`src/mbhs_pkg.sv`:
```
// Package with shared types and constants of the media box header scanner.
`default_nettype none

package mbhs_pkg;

  localparam int unsigned QueueDepthDefault = 4;

  localparam logic [1:0] StatusOk        = 2'd0;
  localparam logic [1:0] StatusSizeLow   = 2'd1;
  localparam logic [1:0] StatusTruncated = 2'd2;
  localparam logic [1:0] StatusOverrun   = 2'd3;

  localparam logic [3:0] IdxSizeEnd  = 4'd3;
  localparam logic [3:0] IdxShortEnd = 4'd7;
  localparam logic [3:0] IdxLargeBeg = 4'd8;
  localparam logic [3:0] IdxLargeEnd = 4'd15;
  localparam logic [63:0] LargeSizeMark = 64'd1;

  typedef enum logic [1:0] {
    PhHeader  = 2'd0,
    PhPayload = 2'd1,
    PhDone    = 2'd2,
    PhHalted  = 2'd3
  } phase_e;

  typedef struct packed {
    logic [7:0] data_byte;
    logic       end_of_stream;
  } word_t;

endpackage

`default_nettype wire

```
`src/mbhs_front.sv`:
```
// Front part: accepts stream words and queues them for the header parser.
`default_nettype none

module mbhs_front #(
  parameter int unsigned Depth = mbhs_pkg::QueueDepthDefault
) (
  input  wire logic          clk_i,
  input  wire logic          rst_ni,
  input  wire logic          in_valid_i,
  output logic               in_stall_o,
  input  wire mbhs_pkg::word_t in_word_i,
  output logic               q_valid_o,
  input  wire logic          q_pop_i,
  output mbhs_pkg::word_t    q_word_o
);
  import mbhs_pkg::*;

  localparam int unsigned PtrW = (Depth > 1) ? $clog2(Depth) : 1;
  localparam int unsigned CntW = $clog2(Depth + 1);
  localparam logic [PtrW-1:0] PtrLast = PtrW'(Depth - 1);
  localparam logic [CntW-1:0] CntFull = CntW'(Depth);

  word_t           mem_q [Depth];
  logic [PtrW-1:0] wr_ptr_q, wr_ptr_d;
  logic [PtrW-1:0] rd_ptr_q, rd_ptr_d;
  logic [CntW-1:0] count_q, count_d;
  logic            push;
  logic            pop;

  assign in_stall_o = (count_q == CntFull);
  assign q_valid_o  = (count_q != '0);
  assign q_word_o   = mem_q[rd_ptr_q];
  assign push       = in_valid_i && !in_stall_o;
  assign pop        = q_pop_i && q_valid_o;

  always_comb begin
    wr_ptr_d = wr_ptr_q;
    rd_ptr_d = rd_ptr_q;
    count_d  = count_q;
    if (push) begin
      wr_ptr_d = (wr_ptr_q == PtrLast) ? '0 : wr_ptr_q + 1'b1;
    end
    if (pop) begin
      rd_ptr_d = (rd_ptr_q == PtrLast) ? '0 : rd_ptr_q + 1'b1;
    end
    if (push && !pop) begin
      count_d = count_q + 1'b1;
    end else if (pop && !push) begin
      count_d = count_q - 1'b1;
    end
  end

  always_ff @(posedge clk_i or negedge rst_ni) begin
    if (!rst_ni) begin
      wr_ptr_q <= '0;
      rd_ptr_q <= '0;
      count_q  <= '0;
    end else begin
      wr_ptr_q <= wr_ptr_d;
      rd_ptr_q <= rd_ptr_d;
      count_q  <= count_d;
    end
  end

  always_ff @(posedge clk_i) begin
    if (push) begin
      mem_q[wr_ptr_q] <= in_word_i;
    end
  end

endmodule

`default_nettype wire

```
`src/mbhs_back.sv`:
```
// Back part: box header parser with payload skip and a registered result word.
`default_nettype none

module mbhs_back (
  input  wire logic            clk_i,
  input  wire logic            rst_ni,
  input  wire logic            q_valid_i,
  output logic                 q_pop_o,
  input  wire mbhs_pkg::word_t q_word_i,
  output logic                 out_valid_o,
  input  wire logic            out_stall_i,
  output logic [63:0]          box_offset_o,
  output logic [63:0]          box_size_o,
  output logic [31:0]          box_type_o,
  output logic [4:0]           header_length_o,
  output logic [1:0]           status_o
);
  import mbhs_pkg::*;

  phase_e      phase_q, phase_d;
  logic [3:0]  idx_q, idx_d;
  logic [63:0] offset_q, offset_d;
  logic [63:0] start_q, start_d;
  logic [63:0] size_q, size_d;
  logic [31:0] type_q, type_d;
  logic [63:0] left_q, left_d;

  logic        out_valid_q, out_valid_d;
  logic [63:0] o_offset_q, o_offset_d;
  logic [63:0] o_size_q, o_size_d;
  logic [31:0] o_type_q, o_type_d;
  logic [4:0]  o_hlen_q, o_hlen_d;
  logic [1:0]  o_status_q, o_status_d;

  logic        take;
  logic        emit;
  logic [63:0] size_new;
  logic [31:0] type_new;
  logic [63:0] offset_inc;
  logic [4:0]  hlen;
  logic [63:0] left_new;
  logic [63:0] left_dec;
  logic        complete;
  logic        eos;
  logic [7:0]  b;

  assign take      = q_valid_i && (!out_valid_q || !out_stall_i);
  assign q_pop_o   = take;
  assign eos       = q_word_i.end_of_stream;
  assign b         = q_word_i.data_byte;
  assign offset_inc = offset_q + 64'd1;
  assign hlen      = {1'b0, idx_q} + 5'd1;

  always_comb begin
    size_new = size_q;
    type_new = type_q;
    if (idx_q <= IdxSizeEnd) begin
      size_new = {size_q[55:0], b};
    end else if (idx_q <= IdxShortEnd) begin
      type_new = {type_q[23:0], b};
    end else if (idx_q == IdxLargeBeg) begin
      size_new = {56'd0, b};
    end else begin
      size_new = {size_q[55:0], b};
    end
  end

  assign complete = ((idx_q == IdxShortEnd) && (size_new != LargeSizeMark)) ||
                    (idx_q == IdxLargeEnd);
  assign left_new = size_new - {59'd0, hlen};
  assign left_dec = (left_q != '0) ? left_q - 64'd1 : '0;

  always_comb begin
    phase_d    = phase_q;
    idx_d      = idx_q;
    offset_d   = offset_q;
    start_d    = start_q;
    size_d     = size_q;
    type_d     = type_q;
    left_d     = left_q;
    emit       = 1'b0;
    o_offset_d = o_offset_q;
    o_size_d   = o_size_q;
    o_type_d   = o_type_q;
    o_hlen_d   = o_hlen_q;
    o_status_d = o_status_q;
    if (take) begin
      unique case (phase_q)
        PhHeader: begin
          offset_d   = offset_inc;
          size_d     = size_new;
          type_d     = type_new;
          o_offset_d = start_q;
          o_size_d   = size_new;
          o_type_d   = type_new;
          o_hlen_d   = hlen;
          o_status_d = StatusOk;
          if (!complete) begin
            idx_d = idx_q + 4'd1;
            if (eos) begin
              emit       = 1'b1;
              o_size_d   = '0;
              o_type_d   = '0;
              o_hlen_d   = '0;
              o_status_d = StatusTruncated;
              phase_d    = PhHalted;
            end
          end else if (size_new < {59'd0, hlen}) begin
            emit       = 1'b1;
            o_status_d = StatusSizeLow;
            phase_d    = PhHalted;
          end else if (left_new == '0) begin
            emit = 1'b1;
            if (eos) begin
              phase_d = PhDone;
            end else begin
              phase_d = PhHeader;
              idx_d   = '0;
              start_d = offset_inc;
              size_d  = '0;
              type_d  = '0;
              left_d  = '0;
            end
          end else if (eos) begin
            emit       = 1'b1;
            o_status_d = StatusOverrun;
            phase_d    = PhHalted;
          end else begin
            emit    = 1'b1;
            left_d  = left_new;
            phase_d = PhPayload;
          end
        end
        PhPayload: begin
          offset_d = offset_inc;
          left_d   = left_dec;
          if (left_dec == '0) begin
            if (eos) begin
              phase_d = PhDone;
            end else begin
              phase_d = PhHeader;
              idx_d   = '0;
              start_d = offset_inc;
              size_d  = '0;
              type_d  = '0;
              left_d  = '0;
            end
          end else if (eos) begin
            emit       = 1'b1;
            o_offset_d = start_q;
            o_size_d   = size_q;
            o_type_d   = type_q;
            o_hlen_d   = hlen;
            o_status_d = StatusOverrun;
            phase_d    = PhHalted;
          end
        end
        default: begin
        end
      endcase
    end
    if (take && emit) begin
      out_valid_d = 1'b1;
    end else if (out_valid_q && !out_stall_i) begin
      out_valid_d = 1'b0;
    end else begin
      out_valid_d = out_valid_q;
    end
  end

  always_ff @(posedge clk_i or negedge rst_ni) begin
    if (!rst_ni) begin
      phase_q     <= PhHeader;
      idx_q       <= '0;
      offset_q    <= '0;
      start_q     <= '0;
      size_q      <= '0;
      type_q      <= '0;
      left_q      <= '0;
      out_valid_q <= 1'b0;
    end else begin
      phase_q     <= phase_d;
      idx_q       <= idx_d;
      offset_q    <= offset_d;
      start_q     <= start_d;
      size_q      <= size_d;
      type_q      <= type_d;
      left_q      <= left_d;
      out_valid_q <= out_valid_d;
    end
  end

  always_ff @(posedge clk_i) begin
    if (take && emit) begin
      o_offset_q <= o_offset_d;
      o_size_q   <= o_size_d;
      o_type_q   <= o_type_d;
      o_hlen_q   <= o_hlen_d;
      o_status_q <= o_status_d;
    end
  end

  assign out_valid_o     = out_valid_q;
  assign box_offset_o    = o_offset_q;
  assign box_size_o      = o_size_q;
  assign box_type_o      = o_type_q;
  assign header_length_o = o_hlen_q;
  assign status_o        = o_status_q;

endmodule

`default_nettype wire

```
`src/media_box_header_scanner.sv`:
```
// Top level of the media box header scanner: input queue and header parser.
//
// The input channel takes one stream word per cycle unless in_stall_o is
// high: a data byte and an end-of-stream flag that marks the last byte of
// the buffer. The output channel gives one word per complete box header,
// and a word for each error. Both channels accept a word at a clock edge with
// valid high and stall low. A byte accepted at one edge waits in the input
// queue until the parser takes it, and the parser registers its result word.
// The parser takes one byte per cycle while the queue holds a byte and no
// stalled result is pending, so the throughput is then one byte per clock.
// When the receiver stalls a pending result, the result holds, the parser
// waits, and the input queue of QueueDepth words fills before in_stall_o rises.
// Reset clears the queue, the parser state and the stream offset, and the
// parser starts waiting for the first box header. After an error or a clean
// end of stream, further bytes are accepted and dropped until reset.
`default_nettype none

module media_box_header_scanner #(
  parameter int unsigned QueueDepth = mbhs_pkg::QueueDepthDefault
) (
  input  wire logic        clk_i,
  input  wire logic        rst_ni,
  input  wire logic        in_valid_i,
  output logic             in_stall_o,
  input  wire logic [7:0]  data_byte_i,
  input  wire logic        end_of_stream_i,
  output logic             out_valid_o,
  input  wire logic        out_stall_i,
  output logic [63:0]      box_offset_o,
  output logic [63:0]      box_size_o,
  output logic [31:0]      box_type_o,
  output logic [4:0]       header_length_o,
  output logic [1:0]       status_o
);
  import mbhs_pkg::*;

  word_t in_word;
  word_t q_word;
  logic  q_valid;
  logic  q_pop;

  assign in_word = '{data_byte: data_byte_i, end_of_stream: end_of_stream_i};

  mbhs_front #(
    .Depth(QueueDepth)
  ) u_front (
    .clk_i     (clk_i),
    .rst_ni    (rst_ni),
    .in_valid_i(in_valid_i),
    .in_stall_o(in_stall_o),
    .in_word_i (in_word),
    .q_valid_o (q_valid),
    .q_pop_i   (q_pop),
    .q_word_o  (q_word)
  );

  mbhs_back u_back (
    .clk_i          (clk_i),
    .rst_ni         (rst_ni),
    .q_valid_i      (q_valid),
    .q_pop_o        (q_pop),
    .q_word_i       (q_word),
    .out_valid_o    (out_valid_o),
    .out_stall_i    (out_stall_i),
    .box_offset_o   (box_offset_o),
    .box_size_o     (box_size_o),
    .box_type_o     (box_type_o),
    .header_length_o(header_length_o),
    .status_o       (status_o)
  );

endmodule

`default_nettype wire

```
`config.mk`:
```
export PLATFORM = sky130hd
export DESIGN_NAME = media_box_header_scanner
export DESIGN_NICKNAME = d
export VERILOG_FILES = /design/src/mbhs_pkg.sv /design/src/mbhs_front.sv /design/src/mbhs_back.sv /design/src/media_box_header_scanner.sv
export SDC_FILE = /design/constraint.sdc
export NUM_CORES = 1
export LEC_CHECK = 0
export ABC_AREA = 1
export BUFFER_PORTS_ARGS = -buffer_cell sky130_fd_sc_hd__buf_2
export CORE_MARGIN = 2
export CORE_UTILIZATION = 35
export DETAILED_ROUTE_END_ITERATION = 10
export GPL_TIMING_DRIVEN = 0
export MAX_ROUTING_LAYER = met4
export PLACE_DENSITY = 0.53
export SLEW_MARGIN = 0
export SYNTH_ARGS = -nofsm -noshare
export SYNTH_HDL_FRONTEND = slang
export SYNTH_SLANG_ARGS = --single-unit
```
`constraint.sdc`:
```
create_clock -name clk_i -period 9.9 [get_ports clk_i]
set_input_delay 0 -clock clk_i [delete_from_list [all_inputs] [get_ports clk_i]]
set_output_delay 0 -clock clk_i [all_outputs]
set_load 0.03 [all_outputs]
```
# Word-level counts from Yosys, hierarchy flattened
# Memories as Yosys holds them, arrays and structs flattened.
# Index checks and enable logic that the tools add are counted.
# classes
magnitude_cmp,3
addsub,9
reduce_logical,31
eq_ne,18
n_mux,85
# op_table
operator,count
$mux 64,27
$pmux 64 s2,5
$mux 32,12
$logic_not 64->1,2
$pmux 32 s2,2
$add 64x1->64 const B,1
$lt 64x5->1,1
$ne 64x1->1 const B,1
$reduce_bool 64->1,1
$sub 64x1->64 const B,1
$sub 64x5->64,1
$mux 2,15
$mux 4,5
$mux 5,4
$reduce_and 5->1,3
$ne 2x2->1 const B,5
$pmux 5 s2,1
$eq 4x4->1 const B,2
$logic_and 1x1->1,8
$mux 1,8
$pmux 2 s2,2
$pmux 4 s2,1
$mux 3,2
$ne 2x1->1 const B,3
other kinds (22),33
# word_totals
ram_bits,36
in_bits,13
word_cells,163
n_memories,1
output_inout_bits,169
reg_bits,469
# memory_table
name,depth,width,read_ports,rd_clocked_by_memory_dff,wr,line,text
u_front.mem_q,4,9,1,0,1,mbhs_front.sv:23,word_t mem_q [Depth];

# Longest topological paths before layout
# Gate-level depths: netlist (run 1).
# depth
word_depth,12
ltp_mapped,32
mapped_depth_nobuf,28

# Modules after synthesis
# Synthesis (run 1) repeated with hierarchy kept, for this count alone.
# hier_totals
cells_unflattened,3871
area_unflattened_um2,29445.7
# by_module_without_submodules
mod,area_each_um2,cells_per_inst,n_inst
mbhs_back,27458.8,3707,1
mbhs_front,1986.9,164,1

# Worst setup path before layout (run 1)
# OpenSTA, ideal clock, no wires.
# synth_path
path_type,reg-to-reg
from,reg u_back.idx_q[0]
to,"reg u_back.o_offset_q[0], in the netlist u_back.box_offset_o[0] (enable)"
arrival_ps,9512
n_path_buf,3
setup_ps,702
slack_ps,-313
required_ps,9198
path_stages_with_launch,22
cell_sequence,dfrtp_1 > inv_1 > ha_1 > nand3_2 > buf_6 > buf_2 > nand3_1 > nand2_1 > nor2_1 > nand2_1 > nor2_1 > and2_1 > nand4_1 > nor2_1 > nand2_1 > nand2_1 > clkinv_1 > clkbuf_1 > o21ai_0 > nand2_1 > inv_1 > nor2_1
# synth_between
elab_chain_len,12
# synth_rtl
item,line,text
from (decl),mbhs_back.sv:21,"logic [3:0] idx_q, idx_d;"
from (signal assigned),mbhs_back.sv:183,idx_q <= idx_d;
branches (longest 6 deep; another with $le 4x3->1),n/a,
$logic_or 1x1->1 (*),mbhs_back.sv:68,assign complete = ((idx_q == IdxShortEnd) && (size_new != LargeSizeMark)) ||
$mux 1 (*),mbhs_back.sv:98,if (!complete) begin
$pmux 1 s2 (*),mbhs_back.sv:88,unique case (phase_q)
$mux 1 (*),mbhs_back.sv:87,if (take) begin
$logic_and 1x1->1 (*),mbhs_back.sv:194,if (take && emit) begin
$reduce_and 5->1 (no line) (*),n/a,
to (signal assigned),mbhs_back.sv:195,o_offset_q <= o_offset_d;
to (decl),mbhs_back.sv:29,"logic [63:0] o_offset_q, o_offset_d;"
# Every way passes the cells marked *.
# A chain may end at the register's enable or synchronous reset.

# Final worst setup path (run 1)
# layout_path
from,reg u_back.idx_q[0]
to,"reg u_back.o_size_q[32], in the netlist u_back.box_size_o[32] (enable)"
# layout_between
elab_chain_len,12
# layout_rtl
item,line,text
branches (longest 6 deep; another with $le 4x3->1),n/a,
$logic_or 1x1->1 (*),mbhs_back.sv:68,
$mux 1 (*),mbhs_back.sv:98,
$pmux 1 s2 (*),mbhs_back.sv:88,
$mux 1 (*),mbhs_back.sv:87,
$logic_and 1x1->1 (*),mbhs_back.sv:194,
$reduce_and 5->1 (no line) (*),n/a,
to (signal assigned),mbhs_back.sv:196,o_size_q <= o_size_d;
to (decl),mbhs_back.sv:30,"logic [63:0] o_size_q, o_size_d;"
# Marks and branches as above.

==> results.toml, run 1 <==
[job]
drv_cap = 0

[timing]
drv_slew = 0
rsz0062_at_grt = "no"
setup_ws_ps = 4040
setup_viol = 0
hold_viol = 0
max_freq_mhz = 171
period_needed_ps = 5860
worst_slew_pin_slew_ps = 1220
clock_skew_ps = 53.9
fin_setup_tns_ps = 0
period_share = 0.592
relSlewSlack = 0.175

[global_route]
grt_use_total = 0.245
grt_max_degree = 103
grt_first_pass_wirelength_um = 157000
antenna_found_initial = 2
gr-total-overflow = 0
grt_pass1_vias = 25776

[worst_hold_path]
min_path_type = "in -> reg"
min_path_cells = 2
hp-start = "data_byte_i[7]"
hold_path_end = "u_front.mem_q[1][8]"

[clock_network]
cts_made_buffers = 57
clockRootBuffer = "clkbuf_16"
cts_resized = 0
clk_pin_slew_worst_paths_ps = 60
cts.repair_timing.setup_buffer_count = 0
cts_tree = "built"
clock-sinks = 505
cts_buffer_depth = 3
cts_max_level = 2
clk_latency_ps = 660

[yosys]
seq_area_frac_synth = 0.475
synth-edff-count = 203
ys_types = 52
synthesis.nets = 3883
synth_top_area_frac = 0.263
synth-main-ff-cell = "dfrtp_1"
yosysTopAreaCell = "dfrtp_1"
synth_cells = 3854
synth.avg_cell_area_sq_um = 7.46
ys_ff_latch = 505
synth_area_sq_um = 28800
async_flop_share = 0.598
synth.area.top_cells = "dfrtp_1 (26%), edfxtp_1 (21%), nand2_1 (15%)"
yosysWarnings = 0

[power]
ir_worst_vdd_mv = 0.137
power_leakage_nw = 15.1
p_per_area_nw_per_um2 = 295

[cells_and_area]
fin_cells = 5235
fillerInstances = 8585
drive_gt1_frac = 0.0992
final_core_util = 0.409
area_delta_synth_final_pct = 16.3
antenna_cells = 0
nNetsFinal = 4146

[die]
die_w_um = 291
pin_count = 182
die_h_um = 291
initial_utilization = 0.352
num_rows = 105
die_area_sq_um = 84500
core-area_sq_um = 81700

[detailed_routing]
vias_per_cell = 5.21
wl_um = 103000
drt-initial-drc-count = 2869
drtPass1Iterations = 6
vias = 27274
drc = 0
wl_per_cell_um = 19.7
antenna_left = 0

[worst_setup_path]
crit_type = "reg -> reg"
required_ps = 10240
critPathMaxFanout = 34
crit_path_end_kind = "register"
rr_worst_depth = 22
arrival_ps = 6200
startpoint_type = "register"
timing.rr.end = "u_back.box_size_o[32]"
reg2reg_slack_ps = 4040
r2r-start = "u_back.idx_q[0]"

[placed_design]
place_inst = 5114
dp_hpwl_um = 79000
place_ws_ps = 4110
place_congestion = 1.00
port_buffers = 181

[status]
status = "complete, no violations"
flip-flops by register name (all words and copies together), names as in the netlist:
register	cells
u_back.header_length_o	5
u_back.phase_q	2
u_back.out_valid_o	1
u_back.offset_q	64
u_back.left_q	64
u_back.box_size_o	64
u_back.status_o	2
u_back.box_offset_o	64
u_back.type_q	32
u_front.count_q	3
u_front.rd_ptr_q	2
u_back.start_q	64
u_back.idx_q	4
u_front.mem_q	36
u_front.wr_ptr_q	2
u_back.box_type_o	32
u_back.size_q	64
metrics by stage:
| stage | hold slack [ps] | area [sq um] | power (mW) |
|---|---|---|---|
| after CTS | 105 | 33400 | 9.82 |
| after global routing | 123 | 33400 | 10.5 |
| after global placement | 219 | 31000 | 7.45 |
| after floorplan | -296 | 28800 | 6.04 |
| after detailed placement | -23.1 | 31200 | 7.45 |
| final | 128 | 33400 | 9.88 |
power breakdown:
group	total [mW]	internal (mW)	switching, mW
Sequential	3.10	2.69	0.407
Clock	2.32	1.37	0.947
Combinational	4.45	1.23	3.22
Total	9.88	5.30	4.57
routing by layer:
metal / track usage / share of wire / vias up
met1: 0.344 / 0.46 / 12994
met5: - / 0 / -
met4: 0.0636 / 0.025 / 0
met2: 0.375 / 0.45 / 984
met3: 0.0323 / 0.066 / 161
li1: - / - / 13135
cell type report:
type / instances / area, sq um / share of cell area
Clock buffer: 77 / 1590 / 0.0476
Timing Repair Buffer: 204 / 1260 / 0.0378
Multi-Input combinational cell: 2804 / 12900 / 0.386
Clock inverter: 30 / 470 / 0.0141
Sequential cell: 505 / 13700 / 0.408
Buffer: 156 / 749 / 0.0224
Tap cell: 1070 / 1340 / 0.0400
Inverter: 389 / 1460 / 0.0437
cell usage after synthesis (6+ instances only):
cell	number
nand2_1	1137
nor2_1	517
inv_1	369
o21ai_0	343
nand3_1	329
dfrtp_1	302
edfxtp_1	203
clkbuf_1	93
xor2_1	82
nand4_1	73
nor3_1	53
buf_2	38
o21ai_1	31
a21oi_1	30
o22ai_1	27
nor2_2	26
a211oi_1	24
nor4_1	23
a31oi_1	16
ha_1	15
buf_6	13
inv_2	12
nand2_2	9
clkinv_1	8
o211ai_1	8
buf_1	7
nand3b_1	7
and2_1	6
nand3_2	6
nor2_4	6
or2_2	6
cell usage in the layout, fill, tap and decap left out, types with 26 or more instances in the layout:
master,instances
a21oi_1,30
buf_2,218
clkbuf_1,104
clkbuf_16,57
dfrtp_1,302
edfxtp_1,203
inv_1,369
nand2_1,1137
nand3_1,329
nand4_1,73
nor2_1,516
nor2_2,26
nor3_1,53
o21ai_0,343
o21ai_1,31
o22ai_1,27
xor2_1,82
worst max-delay path, stage by stage, from the launching register on:
cell and delay (ps):
dfrtp_1 460, inv_1 120, ha_1 220, nand3_2 120, nand2_2 210, o21ai_0 1010, nor2_1 130, nand2_1 150
nor3_1 90, nand4_1 110, nor2_1 120, nand2_1 90, nand2_1 120, clkinv_1 220, clkbuf_1 390, o21ai_0 140
nand2_1 100, inv_1 90, nor2_4 600, buf_12 280, buf_12 220, buf_12 230, buf_12 230
how the worst max path moves through the flow:
stage	from	end	slack (ps)	cells after the start
floorplan	u_back.idx_q[0]	u_back.box_offset_o[0]	2620	21
global placement	u_back.idx_q[0]	u_back.box_size_o[32]	-1000	18
detailed placement	u_back.idx_q[0]	u_back.box_size_o[9]	4110	22
CTS	u_back.idx_q[0]	u_back.box_size_o[32]	4060	22
global route	u_back.idx_q[0]	u_back.box_size_o[13]	3630	22
finish	u_back.idx_q[0]	u_back.box_size_o[32]	4040	22
cells by family after synthesis:
family	count (synthesis)	synth area share
AOI/OAI and AO/OA	498	0.0935
adders and majority gates	16	0.00722
xor gates and xnor gates	83	0.0253
and+or+nand+nor	2206	0.322
buffers and inverters	545	0.0768
DFF	505	0.475
muxes	1	0.000391
what timing repair did:
action / in CTS / in global routing
endpoints found under the setup margin: 0 / 0
hold buffers: 14 / 0
hold endpoints to repair: 256 / 0
(Power assumes the default switching activity.)
==> run 2, diff against run 1 <==
Clock period 9.9 ns to 4.7 ns, I/O delays scaled along.
==> run 2 against run 1 <==
  * Critical path depth down 3
  * Cell area rose by 1.7%
  * Global-route usage about the same
  * Hold slack worse by 90 ps
  * Sequential cell count stayed put
  * Maximum frequency is 28% higher
  * Utilization grew 0.70 points
  * Critical endpoint is now u_back.box_size_o[27]
  * Largest cell class unchanged
  * Largest power group unchanged
==> results.toml, run 2 (synthesis results as in run 1) <==
[status]
status = "complete, no violations"

[detailed_routing]
top_layer = "met4"
wl_met3_um = 7040
antenna_left = 0
vias = 27358
drtPass1Iterations = 6
vias_per_cell = 5.22
drt-initial-drc-count = 2847
wirelength_met1_um = 47500
wl_per_cell_um = 19.7
drc = 0
wl_um = 103000
route.met2.wl_um = 46300

[cells_and_area]
nNetsFinal = 4154
final_common_cell = "nand2_1"
fillerInstances = 8575
area_delta_synth_final_pct = 18.2
final_cell_mix = "nand2_1 (1,112), nor2_1 (495), inv_1 (364)"
final_core_util = 0.416
drive_gt1_frac = 0.126
fin_cells = 5245
stdcell_area_sq_um = 34000

[worst_setup_path]
rr_worst_depth = 19
arrival_ps = 4900
crit_type = "reg -> reg"
crit_path_end_kind = "register"
critPathMaxFanout = 35
startpoint_type = "register"
required_ps = 5020
reg2reg_slack_ps = 120

[timing]
clock_skew_ps = 41.7
relSlewSlack = 0.223
drv_slew = 0
worst_slew_pin_slew_ps = 1160
setup_ws_ps = 123
max_freq_mhz = 218
period_share = 0.974
hold_viol = 0
period_needed_ps = 4580
setup_viol = 0
fin_setup_tns_ps = 0

[global_route]
gr-total-overflow = 0
grt_first_pass_wirelength_um = 157000
antenna_found_initial = 4
grt_max_degree = 112
grt_pass1_vias = 25575
grt_use_total = 0.245

[die]
die_area_sq_um = 84500
num_rows = 105
die_h_um = 291
pin_count = 182
initial_utilization = 0.352
die_w_um = 291
core-area_sq_um = 81700

[clock_network]
cts_tree = "built"
cts_max_level = 2
clockRootBuffer = "clkbuf_16"
cts_buffer_depth = 3
clk_latency_ps = 650
clock-sinks = 505
cts_made_buffers = 57
clk_pin_slew_worst_paths_ps = 70

[job]
drv_cap = 0

[placed_design]
dpl_cell_area_sq_um = 31400
place_inst = 5114
port_buffers = 181
dp_hpwl_um = 78600
place_congestion = 1.02
place_ws_ps = -589

[power]
power_leakage_nw = 15.3
ir_worst_vdd_mv = 0.383
p_per_area_nw_per_um2 = 627

[worst_hold_path]
min_path_type = "in -> async"
==> run 2: cell types whose count changed in the layout (fill, tap and decap cells not counted), sizes merged <==
cell,previous run,this run
clkbuf,170,159
buf,254,263
bufinv,9,14
clkinv,21,26
clkinvlp,6,7
diode,0,1
dlygate4sd3,13,12
nor2,549,550
==> run 2: timing repair <==
action	in CTS	in global routing
gates cloned	1	0
resized for setup	35	64
pin swaps	1	12
buffers inserted	0	12
hold buffers	12	0
setup endpoints to repair	357	314
endpoints found under the hold margin	140	0
==> run 2: final cells by class <==
class                      count  area, sq um  area share
inverter                     389         1470      0.0431
antenna                        1         2.50   0.0000736
multi-input combinational   2805        13300       0.391
clock inverter                41          616      0.0181
timing repair buffer         214         1310      0.0385
sequential                   505        13700       0.401
tap                         1070         1340      0.0394
buffer                       153          805      0.0237
clock buffer                  67         1540      0.0452
==> run 2: layer usage <==
layer  track usage  up-vias
met1         0.353    13107
met4        0.0550        0
met2         0.372      946
met3        0.0271      142
met5             -        -
li1              -    13163
==> run 2: power breakdown <==
group	total, mW	internal [mW]	switching, mW
clock	5.12	3.12	2.00
combinational	9.67	2.75	6.92
sequential	6.54	5.67	0.871
==> run 2: per-stage QoR <==
stage / hold WS (ps) / power [mW]
floorplan: -296 / 12.8
global placement: 220 / 15.7
detailed placement: 145 / 15.7
CTS: 78.8 / 21.0
global route: 111 / 22.8
finish: 38.2 / 21.3
==> run 2: worst paths after layout <==
check                                           to                from
min reg2reg                u_back.box_offset_o[39]  u_back.start_q[39]
max reg2reg                  u_back.box_size_o[27]    u_back.left_q[0]
max in group asynchronous          u_back.idx_q[3]              rst_ni
max                          u_back.box_size_o[27]    u_back.left_q[0]
min in group clk_i             u_front.mem_q[2][7]      data_byte_i[6]
min                              u_back.size_q[56]              rst_ni
==> run 2: critical path, stage by stage (launching register included) <==
cell      delay, ps
dfrtp_1         330
inv_1           100
ha_1            320
nand4_1         200
nor2_1           60
nand2_1          90
clkbuf_1        590
buf_2           460
nand3b_1        180
o21ai_0         120
inv_1            80
nand4_1         120
nor2_1          100
nand3_2         200
nand3_1         100
nand2_1         120
inv_2            90
nor2_4          400
buf_12          260
buf_12          220
